==> config.mk <==
export PLATFORM = sky130hd
export DESIGN_NAME = csmf_lane
export DESIGN_NICKNAME = d
export VERILOG_FILES = /design/src/csmf_pkg.sv /design/src/csmf_lane.sv
export SDC_FILE = /design/constraint.sdc
export NUM_CORES = 1
export LEC_CHECK = 0
export ABC_AREA = 1
export BUFFER_PORTS_ARGS = -buffer_cell sky130_fd_sc_hd__buf_4
export CORE_MARGIN = 10
export CORE_UTILIZATION = 58
export CTS_BUF_LIST = sky130_fd_sc_hd__clkbuf_4 sky130_fd_sc_hd__clkbuf_8
export CTS_CLUSTER_DIAMETER = 200
export CTS_CLUSTER_SIZE = 14
export DETAILED_ROUTE_END_ITERATION = 16
export GPL_TIMING_DRIVEN = 0
export PLACE_DENSITY = 0.79
export SYNTH_ARGS = -nofsm -noshare
export SYNTH_HDL_FRONTEND = slang
export SYNTH_SLANG_ARGS = --single-unit
==> constraint.sdc <==
create_clock -name clk -period 14.3 [get_ports clk]
set_input_delay 1.43 -clock clk [delete_from_list [all_inputs] [get_ports clk]]
set_output_delay 1.43 -clock clk [all_outputs]
set_load 0.05 [all_outputs]
==> src/csmf_pkg.sv <==
// shared constants, types and codes of the cross stencil mean filter
package csmf_pkg;

  localparam int MAX_WIDTH  = 2048;
  localparam int MAX_HEIGHT = 2048;

  localparam int CFG_W   = 12;
  localparam int COL_W   = $clog2(MAX_WIDTH);
  localparam int ROW_W   = $clog2(MAX_HEIGHT);
  localparam int WSIZE_W = COL_W + 1;
  localparam int HSIZE_W = ROW_W + 1;

  localparam logic [CFG_W-1:0] FRAME_WIDTH_RST  = CFG_W'(640);
  localparam logic [CFG_W-1:0] FRAME_HEIGHT_RST = CFG_W'(480);

  localparam int CH_W  = 8;
  localparam int SUM_W = CH_W + 3;

  // truncating divide by five as multiply by reciprocal, exact for sums up to 5 * 255
  localparam int DIV5_MUL_W = 16;
  localparam int DIV5_MUL   = 52429;
  localparam int DIV5_SHIFT = 18;
  localparam int PROD_W     = SUM_W + DIV5_MUL_W;

  localparam int FIFO_DEPTH = 4;
  localparam int FIFO_AW    = $clog2(FIFO_DEPTH);
  localparam int CNT_W      = FIFO_AW + 1;

  typedef enum logic [0:0] {
    REQ_PIXEL = 1'b0,
    REQ_DRAIN = 1'b1
  } req_type_e;

  typedef enum logic [0:0] {
    CFG_FRAME_WIDTH  = 1'b0,
    CFG_FRAME_HEIGHT = 1'b1
  } cfg_reg_e;

  typedef struct packed {
    logic [CH_W-1:0] red;
    logic [CH_W-1:0] green;
    logic [CH_W-1:0] blue;
  } pixel_t;

  typedef struct packed {
    logic up;
    logic down;
    logic left;
    logic right;
  } nbr_mask_t;

  typedef struct packed {
    logic row_end;
    logic frame_end;
  } res_tag_t;

  typedef struct packed {
    logic [CH_W-1:0] red;
    logic [CH_W-1:0] green;
    logic [CH_W-1:0] blue;
    res_tag_t        tag;
  } result_t;

  typedef struct packed {
    logic             has_res;
    logic             pixel;
    logic [COL_W-1:0] addr;
    pixel_t           px;
    nbr_mask_t        mask;
    res_tag_t         tag;
  } stage_op_t;

endpackage

==> src/csmf_lane.sv <==
// one color lane: masked five point sum, registered, then divide by five
module csmf_lane (
  input  logic                      clk,
  input  csmf_pkg::nbr_mask_t       mask,
  input  logic [csmf_pkg::CH_W-1:0] centre,
  input  logic [csmf_pkg::CH_W-1:0] up,
  input  logic [csmf_pkg::CH_W-1:0] down,
  input  logic [csmf_pkg::CH_W-1:0] left,
  input  logic [csmf_pkg::CH_W-1:0] right,
  output logic [csmf_pkg::CH_W-1:0] mean
);
  import csmf_pkg::*;

  logic [SUM_W-1:0]  sum;
  logic [SUM_W-1:0]  sum_next;
  logic [PROD_W-1:0] prod;

  always_comb begin
    sum_next = SUM_W'(centre);
    if (mask.up)    sum_next = sum_next + SUM_W'(up);
    if (mask.down)  sum_next = sum_next + SUM_W'(down);
    if (mask.left)  sum_next = sum_next + SUM_W'(left);
    if (mask.right) sum_next = sum_next + SUM_W'(right);
  end

  always_ff @(posedge clk) begin
    sum <= sum_next;
  end

  assign prod = PROD_W'(sum) * PROD_W'(DIV5_MUL);
  assign mean = CH_W'(prod >> DIV5_SHIFT);

endmodule

==> flow_summary.yaml <==
route:
  avgViaCountPerCell: 5.41
  drc: 0
  ant_nets: 0
  wl_um: 12000
  dr.first_iter.drc_count: 192
  wl_per_cell_um: 13.8
  firstDrtPassIters: 5
  vias: 4704
yosys:
  syn_avg_cell_area_um2: 6.98
  ys_seq_area_frac: 0.0445
  synth_ff_type: "dfxtp_1"
  ys_top_cells_by_count: "168 x nand2_1, 131 x inv_1, 101 x ha_1"
  synth.area.top_cells: "ha_1 26%, fa_1 17%, nand2_1 13%"
  synth_top_area_frac: 0.255
  yosys_warnings: 0
  synth_cell_type_count: 40
  synth_edf_count: 0
  syn_area_um2: 4950
  synth_nets: 898
  syn_inst: 710
  yosysMostFrequentCell: "nand2_1"
  synth-seq-cells: 11
  yosysTopAreaCell: "ha_1"
  synthArstFlopShare: 0
layout:
  nets: 954
  largest_reg_flops: 11
  regMostFlops: "sum"
  syn_to_final_growth_pct: 11.4
  top_regs: "sum x11"
  drive_gt1_frac: 0.124
  n_antenna_cell: 0
floorplan:
  die-area_um2: 12600
  chipHeight_um: 112
  initial_core_util: 0.600
  ios: 53
  num_rows: 33
  die_x_um: 112
  core_area_um2: 8260
clock_network:
  post_cts_resized: 0
  cts_tree: "done"
  htreeDepth: 1
  clk_path_buf_depth: 2
  cts-root-buf: "clkbuf_8"
  cts_setup_buffers: 0
  path_clk_slew_ps: 50
  cts_buffers: 3
  cts_hold_buf: 0
  cts.sinks: 11
worst_hold_path:
  whs_path_depth: 3
  hold_start: "mask[0]"
  worstHoldEndpoint: "sum[1]"
  hp-class: "in -> reg"
timing:
  max_clock_freq_mhz: 158
  tns_ps: 0
  maxSlewHeadroom: 0.637
  period_needed_ps: 6330
  rsz0062_at_grt: "no"
  finalWorstSetupSlack_ps: 7970
  hold_viol: 0
  worst_slew_pin_slew_ps: 539
  layout_worst_path_cycle_share: 0.442
  drv_slew: 0
  setup_viol: 0
flow_run:
  drv_cap: 0
setup_path:
  worst_ep_arrival_time_ps: 4900
  critical_path_class: "reg -> out"
  required_ps: 12870
  critPathCaptureType: "output port"
  critical_path.max_fanout: 4
  start_kind: "flop"
global_routing:
  grt_pass1_wl_um: 21000
  antenna_found_initial: 0
  grt_overflow: 0
  grt_usage: 0.191
  grt_pass1_vias: 4849
  grt_max_degree: 11
placed_design:
  port_buffers: 51
  pre_cts_ws_ps: 8050
  hpwlAfterDp_um: 11100
  globalplace.congestion: 0.919
run_status:
  status: "finished clean"
metal layers:
metal	global-route usage	routed length, um	vias to the layer above
met2	0.363	6330	89
met1	0.221	5090	2190
li1	-	-	2407
met4	0.0381	167	0
met3	0.0256	452	18
met5	0	0	-
critical path: stages, from the launching register on:
cell and delay, ps:
dfxtp_1 390, inv_1 60, ha_1 280, inv_1 70, fa_1 630, inv_1 80, fa_1 500, inv_1 50
fa_1 490, fa_1 520, ha_1 340, a21oi_1 180, o21ai_0 150, a221oi_1 370, nand3_1 130, nand2_1 80
nand2_1 40, buf_4 120, buf_4 180
through the flow:
| step | util | hold WS [ps] | cell area [um^2] | std cells |
|---|---|---|---|---|
| 6_report | 0.668 | 1470 | 5520 | 870 |
| 5_1_grt | 0.668 | 1470 | 5520 | 870 |
| 4_1_cts | 0.668 | 1460 | 5520 | 870 |
| 3_5_place_dp | 0.662 | 1690 | 5470 | 866 |
| 3_3_place_gp | 0.662 | 1690 | 5470 | 866 |
| 2_1_floorplan | - | 1540 | 4950 | 710 |
cells in the final DEF, fill, tap and decap left out, types with 2 or more instances in the layout:
cell type,Yosys,layout
xor2_1,12,12
inv_2,2,2
nand2_1,168,168
nand3_1,51,51
buf_1,2,2
nor3_1,8,8
buf_2,2,2
o21ai_1,4,4
a21oi_2,2,2
nand3b_1,3,3
dfxtp_1,11,11
a21oi_4,2,2
o21ai_0,21,21
o21ai_2,2,2
a31oi_1,8,8
nand2_4,3,3
clkbuf_8,0,3
o31ai_1,2,2
ha_1,101,101
a21oi_1,37,37
o21bai_1,6,6
nand3_2,3,3
a21o_1,4,4
and2_1,5,5
nand4_1,8,8
nand2_2,6,6
fa_1,42,42
buf_4,8,59
xnor2_1,5,5
a21boi_0,2,2
inv_1,131,131
or2_2,7,7
nor2_1,34,34
layout make-up:
| type | instances | area, um^2 |
|---|---|---|
| Multi-Input combinational cell | 553 | 4140 |
| Tap cell | 105 | 131 |
| Fill cell | 786 | 2740 |
| Inverter | 133 | 499 |
| Buffer | 13 | 88.8 |
| Sequential cell | 11 | 220 |
| Clock buffer | 4 | 48.8 |
| Timing Repair Buffer | 51 | 383 |
worst max-delay path by stage:
stage / startpoint / to / slack [ps] / cells past startpoint
finish: sum[9] / mean[5] / 7970 / 18
global route: sum[9] / mean[5] / 7600 / 18
CTS: sum[9] / mean[5] / 7910 / 18
detailed placement: centre[0] / sum[9] / 8050 / 30
global placement: centre[0] / sum[9] / 8090 / 30
floorplan: sum[9] / mean[3] / 8730 / 18
cells by family (layout without fill, tap and decap cells):
kind of cell               after synthesis  after routing  share of synthesized area
DFF                                     11             11                     0.0445
and+or+nand+nor                        300            300                      0.269
adders and majority gates              143            143                      0.425
AOI/OAI and AO/OA                       93             93                      0.112
buffers and inverters                  146            201                      0.119
xor gates and xnor gates                17             17                     0.0301
Power is not shown: default switching activity piles up to over one toggle a cycle in this logic, so the estimate is an artifact.
