## src/csmf_pkg.sv

```systemverilog
// shared constants, types and codes of the cross stencil mean filter
package csmf_pkg;

  localparam int MAX_WIDTH  = 2048;
  localparam int MAX_HEIGHT = 2048;

  localparam int CFG_W   = 12;
  localparam int COL_W   = $clog2(MAX_WIDTH);
  localparam int ROW_W   = $clog2(MAX_HEIGHT);
  localparam int WSIZE_W = COL_W + 1;
  localparam int HSIZE_W = ROW_W + 1;

  localparam logic [CFG_W-1:0] FRAME_WIDTH_RST  = CFG_W'(640);
  localparam logic [CFG_W-1:0] FRAME_HEIGHT_RST = CFG_W'(480);

  localparam int CH_W  = 8;
  localparam int SUM_W = CH_W + 3;

  // truncating divide by five as multiply by reciprocal, exact for sums up to 5 * 255
  localparam int DIV5_MUL_W = 16;
  localparam int DIV5_MUL   = 52429;
  localparam int DIV5_SHIFT = 18;
  localparam int PROD_W     = SUM_W + DIV5_MUL_W;

  localparam int FIFO_DEPTH = 4;
  localparam int FIFO_AW    = $clog2(FIFO_DEPTH);
  localparam int CNT_W      = FIFO_AW + 1;

  typedef enum logic [0:0] {
    REQ_PIXEL = 1'b0,
    REQ_DRAIN = 1'b1
  } req_type_e;

  typedef enum logic [0:0] {
    CFG_FRAME_WIDTH  = 1'b0,
    CFG_FRAME_HEIGHT = 1'b1
  } cfg_reg_e;

  typedef struct packed {
    logic [CH_W-1:0] red;
    logic [CH_W-1:0] green;
    logic [CH_W-1:0] blue;
  } pixel_t;

  typedef struct packed {
    logic up;
    logic down;
    logic left;
    logic right;
  } nbr_mask_t;

  typedef struct packed {
    logic row_end;
    logic frame_end;
  } res_tag_t;

  typedef struct packed {
    logic [CH_W-1:0] red;
    logic [CH_W-1:0] green;
    logic [CH_W-1:0] blue;
    res_tag_t        tag;
  } result_t;

  typedef struct packed {
    logic             has_res;
    logic             pixel;
    logic [COL_W-1:0] addr;
    pixel_t           px;
    nbr_mask_t        mask;
    res_tag_t         tag;
  } stage_op_t;

endpackage

```

## src/csmf_res_if.sv

```systemverilog
// result channel carrying smoothed pixels and row and frame marks
interface csmf_res_if;
  logic                       valid;
  logic                       ready;
  logic [csmf_pkg::CH_W-1:0]  out_red;
  logic [csmf_pkg::CH_W-1:0]  out_green;
  logic [csmf_pkg::CH_W-1:0]  out_blue;
  logic                       row_end;
  logic                       frame_end;

  modport source (output valid, out_red, out_green, out_blue, row_end, frame_end,
                  input ready);
  modport sink   (input valid, out_red, out_green, out_blue, row_end, frame_end,
                  output ready);
endinterface

```

## src/csmf_merge.sv

```systemverilog
// merges lane results with row and frame marks into the output queue
module csmf_merge (
  input  logic                       clk,
  input  logic                       rst,
  input  logic                       push,
  input  logic [csmf_pkg::CH_W-1:0]  mean_red,
  input  logic [csmf_pkg::CH_W-1:0]  mean_green,
  input  logic [csmf_pkg::CH_W-1:0]  mean_blue,
  input  csmf_pkg::res_tag_t         tag,
  output logic [csmf_pkg::CNT_W-1:0] count,
  csmf_res_if.source                 res
);
  import csmf_pkg::*;

  result_t            queue [FIFO_DEPTH];
  logic [FIFO_AW-1:0] head;
  logic [FIFO_AW-1:0] tail;
  logic               pop;
  result_t            head_item;

  assign pop       = res.valid && res.ready;
  assign head_item = queue[head];

  always_ff @(posedge clk) begin
    if (push) begin
      queue[tail] <= '{red: mean_red, green: mean_green, blue: mean_blue, tag: tag};
    end
  end

  always_ff @(posedge clk) begin
    if (rst) begin
      head  <= '0;
      tail  <= '0;
      count <= '0;
    end else begin
      if (push) tail <= tail + FIFO_AW'(1);
      if (pop)  head <= head + FIFO_AW'(1);
      count <= count + CNT_W'(push) - CNT_W'(pop);
    end
  end

  assign res.valid     = (count != '0);
  assign res.out_red   = head_item.red;
  assign res.out_green = head_item.green;
  assign res.out_blue  = head_item.blue;
  assign res.row_end   = head_item.tag.row_end;
  assign res.frame_end = head_item.tag.frame_end;

endmodule

```

## src/flat_wrapper.sv

```systemverilog
// flat-port wrapper written by rule: the top's interface ports become plain ports
module csmf_merge_flat import csmf_pkg::*;
  (clk, rst, push, mean_red, mean_green, mean_blue, tag, count, res_valid, res_out_red, res_out_green, res_out_blue, res_row_end, res_frame_end, res_ready);
  csmf_res_if res_i ();
  input  logic clk;
  input  logic rst;
  input  logic push;
  input  logic [csmf_pkg::CH_W-1:0] mean_red;
  input  logic [csmf_pkg::CH_W-1:0] mean_green;
  input  logic [csmf_pkg::CH_W-1:0] mean_blue;
  input  csmf_pkg::res_tag_t tag;
  output logic [csmf_pkg::CNT_W-1:0] count;
  output wire logic [$bits(res_i.valid)-1:0] res_valid;
  output wire logic [$bits(res_i.out_red)-1:0] res_out_red;
  output wire logic [$bits(res_i.out_green)-1:0] res_out_green;
  output wire logic [$bits(res_i.out_blue)-1:0] res_out_blue;
  output wire logic [$bits(res_i.row_end)-1:0] res_row_end;
  output wire logic [$bits(res_i.frame_end)-1:0] res_frame_end;
  input wire logic [$bits(res_i.ready)-1:0] res_ready;
  assign res_valid = res_i.valid;
  assign res_out_red = res_i.out_red;
  assign res_out_green = res_i.out_green;
  assign res_out_blue = res_i.out_blue;
  assign res_row_end = res_i.row_end;
  assign res_frame_end = res_i.frame_end;
  assign res_i.ready = res_ready;
  csmf_merge u_core (.clk(clk), .rst(rst), .push(push), .mean_red(mean_red), .mean_green(mean_green), .mean_blue(mean_blue), .tag(tag), .count(count), .res(res_i));
endmodule
```

## config.mk

```make
export PLATFORM = sky130hd
export DESIGN_NAME = csmf_merge_flat
export DESIGN_NICKNAME = d
export VERILOG_FILES = /design/src/csmf_pkg.sv /design/src/csmf_res_if.sv /design/src/csmf_merge.sv /design/src/flat_wrapper.sv
export SDC_FILE = /design/constraint.sdc
export NUM_CORES = 1
export LEC_CHECK = 0
export BUFFER_PORTS_ARGS = -buffer_cell sky130_fd_sc_hd__buf_2
export CAP_MARGIN = 10
export CORE_AREA = 2 2 87 89
export DETAILED_ROUTE_END_ITERATION = 8
export DIE_AREA = 0 0 89 91
export GPL_ROUTABILITY_DRIVEN = 0
export PLACE_DENSITY_LB_ADDON = 0.25
export SLEW_MARGIN = 5
export SYNTH_ARGS = -nofsm -noshare
export SYNTH_HDL_FRONTEND = slang
export SYNTH_SLANG_ARGS = --single-unit
```

## constraint.sdc

```tcl
create_clock -name clk -period 5.9 [get_ports clk]
set_clock_uncertainty 0.05 [all_clocks]
set_input_delay 1.77 -clock clk [delete_from_list [all_inputs] [get_ports clk]]
set_output_delay 1.77 -clock clk [all_outputs]
set_load 0.005 [all_outputs]
```

==> impl_metrics.toml <==
[outcome]
status = "finished clean"

[sta]
rsz0062_at_grt = "false"
fin_crit_ns = 4.064
drv_slew = 0
min_period_over_period = 0.6888
tightest_slew_ns = 0.8990
setup_viol = 0
slew-limit-headroom = 0.4007
fin_setup_tns_ns = 0
max_freq_ghz = 0.2461
finalHoldViolations = 0

[hold_path]
min_path_type = "reg -> reg"
holdPathStages = 2
min_to = "u_core.tail[0]$_SDFFE_PP0P_"
hold_start = "u_core.tail[0]$_SDFFE_PP0P_"

[logic_synthesis]
avgSynthCellArea_sq_um = 23.58
yosysSeqAreaShare = 0.7740
yosysTopAreaCell = "edfxtp_1"
synthTopCellsByArea = "edfxtp_1, mux4_2, dfxtp_1, mux4_1, ha_1"
syn-num-nets = 218
synth_cell_types = 22
ys_warn_count = 0
synth_top_area_share = 0.7318
ys_ff_latch = 113
syn_inst = 181
synth_area_sq_mm = 0.004268

[setup_path]
r2r-start = "u_core.count[1]$_SDFF_PP0_"
crit_path_start_kind = "flip-flop"
crit_required_ns = 4.08
cp_data_arrival_time_ns = 2.24
slowest_delay_ns = 0.91
reg2reg_slack_ns = 3.95
critPathSlowestCell = "dfxtp_2"
critical_path.max_fanout = 26
critPathKind = "reg -> out"
rr_worst_depth = 7
cp_cell_sequence = "mux4_1 -> buf_2"
r2r_end = "u_core.count[2]$_SDFF_PP0_"
end_kind = "output port"

[floorplan]
pin_count = 60
initial_core_util = 0.5980
core_area_sq_mm = 0.007137
die_width_um = 89
die_h_um = 91
fp.dieArea_sq_mm = 0.008099
rows = 31

[drt]
post-route-drc-count = 0
vias_per_cell = 5.379
drt-initial-drc-count = 118
avgRoutedWirePerCell_um = 19.58
ant_nets = 0
wl_mm = 7.226
dr.pass1.iters = 4
vias = 1985

[power]
p_switching_mw = 0.5069
p_int_mw = 1.794
swShare = 0.2203
clkPwrFrac = 0.439
p_comb_frac = 0.132
vdd_drop_max_mv = 0.2839
powerDensity_mw_per_mm2 = 438.7
pwr-share-seq = 0.429
leakagePower_nw = 1.870

[layout]
diodes = 0
syn_to_final_growth_pct = 22.90
utilization = 0.7349
drive_above_1_share = 0.4222
num-nets-final = 294

[cts]
cts_setup_buffers = 0
cts.sinks = 113
cts_tree = "built"
clockBufferDepth = 2
root_buffer = "clkbuf_8"
clk-insertion-delay-late_ns = 0.51
cts_buffers = 17
hold_buffers = 0
cts_resized = 0
clkTransAtPathRegs_ns = 0.05
htree_levels = 4

[placed_design]
io_buffers = 59
dp_hpwl_mm = 3.946

[global_routing]
met1_usage = 0.2587
busiest_layer = "met2"
track_usage = 0.2000
grt_pass1_vias = 2063
grt_util_met3 = 0.07909
grt_overflow = 0
met2_usage = 0.3078
grt_max_degree = 27
grt_antenna_before_repair = 0
grt_pass1_wl_mm = 11.12

[run]
drv_cap = 0
==> worst max-delay path by stage <==
| stage | endpoint | slack (ns) | cells past startpoint |
|---|---|---|---|
| 2_1_floorplan | u_core.count[2]$_SDFF_PP0_ | 2.78 | 7 |
| 3_3_place_gp | res_row_end | 2.34 | 2 |
| 3_5_place_dp | res_row_end | 2.31 | 2 |
| 4_1_cts | res_row_end | 1.76 | 2 |
| 5_1_grt | res_row_end | 1.66 | 2 |
| 6_report | res_row_end | 1.84 | 2 |
==> logic make-up (layout without fill, tap and decap cells) <==
| logic type | after synthesis | count (layout) | synth area share |
|---|---|---|---|
| xor gates and xnor gates | 2 | 2 | 0.007622 |
| and+or+nand+nor | 14 | 14 | 0.01759 |
| muxes | 30 | 30 | 0.1527 |
| buffers and inverters | 13 | 102 | 0.02169 |
| AOI/OAI and AO/OA | 2 | 2 | 0.004105 |
| adders and majority gates | 7 | 7 | 0.02228 |
| DFF | 113 | 113 | 0.7740 |
==> layout by cell type (no fill, tap or decap), types with 4 or more instances in the layout <==
master / count
mux4_1: 6
buf_4: 5
inv_1: 6
clkinv_1: 4
ha_1: 6
mux4_2: 20
edfxtp_1: 104
dfxtp_1: 8
buf_2: 59
nor2_1: 5
clkbuf_16: 16
nor2b_1: 4
and2_1: 4
bufinv_16: 4
==> metal layers <==
metal  vias up  wire (um)
li1        903          -
met1      1002       3037
met2        72       3706
met3         8        384
met4         0         97
met5         -          0
==> worst max-delay path: cells and delay by family (launching register included) <==
family / cells / cell delay (ns)
muxes: 1 / 0.66
DFF: 1 / 0.91
buffers and inverters: 1 / 0.15
==> power groups by stage <==
stage                     logic [mW]  clock network, mW  registers (mW)
final                          0.303               1.01           0.987
after global routing           0.333               1.06           0.998
after CTS                      0.309               1.02           0.990
after detailed placement       0.305                  0            1.00
after global placement         0.301                  0            1.00
after floorplan                0.251                  0           0.962
==> through the flow <==
step | hold WS (ns) | power (mW) | setup WS, ns | std cells | cell area (sq um)
finish | 0.5119 | 2.301 | 1.836 | 369 | 5245
global route | 0.5504 | 2.391 | 1.658 | 369 | 5245
CTS | 0.5137 | 2.324 | 1.760 | 369 | 5245
detailed placement | 0.5019 | 1.308 | 2.310 | 337 | 4656
global placement | 0.4924 | 1.303 | 2.338 | 337 | 4656
floorplan | 0.4636 | 1.212 | 2.778 | 181 | 4268
==> cell usage after synthesis (all sizes together) <==
master / number
clkbuf: 2
mux4: 26
mux2i: 1
buf: 5
o311ai: 1
mux2: 3
xnor2: 1
edfxtp: 104
inv: 6
fa: 1
nor2: 5
ha: 6
xor3: 1
and2: 4
nor2b: 4
dfxtp: 9
o31a: 1
or3: 1
==> area by class of cell <==
type | instances | area [sq um]
Clock buffer | 19 | 421.7
Clock inverter | 13 | 167.7
Fill cell | 441 | 1892
Inverter | 6 | 22.52
Multi-Input combinational cell | 55 | 872.1
Sequential cell | 113 | 3304
Tap cell | 99 | 123.9
Timing Repair Buffer | 64 | 332.8
==> flip-flops by register name, summed over array words and instances, names as in the netlist, named ones only <==
signal / flops
u_core.queue: 104
u_core.count: 3
u_core.head: 2
u_core.tail: 2
Note: power is estimated with default switching activity, not from simulation.
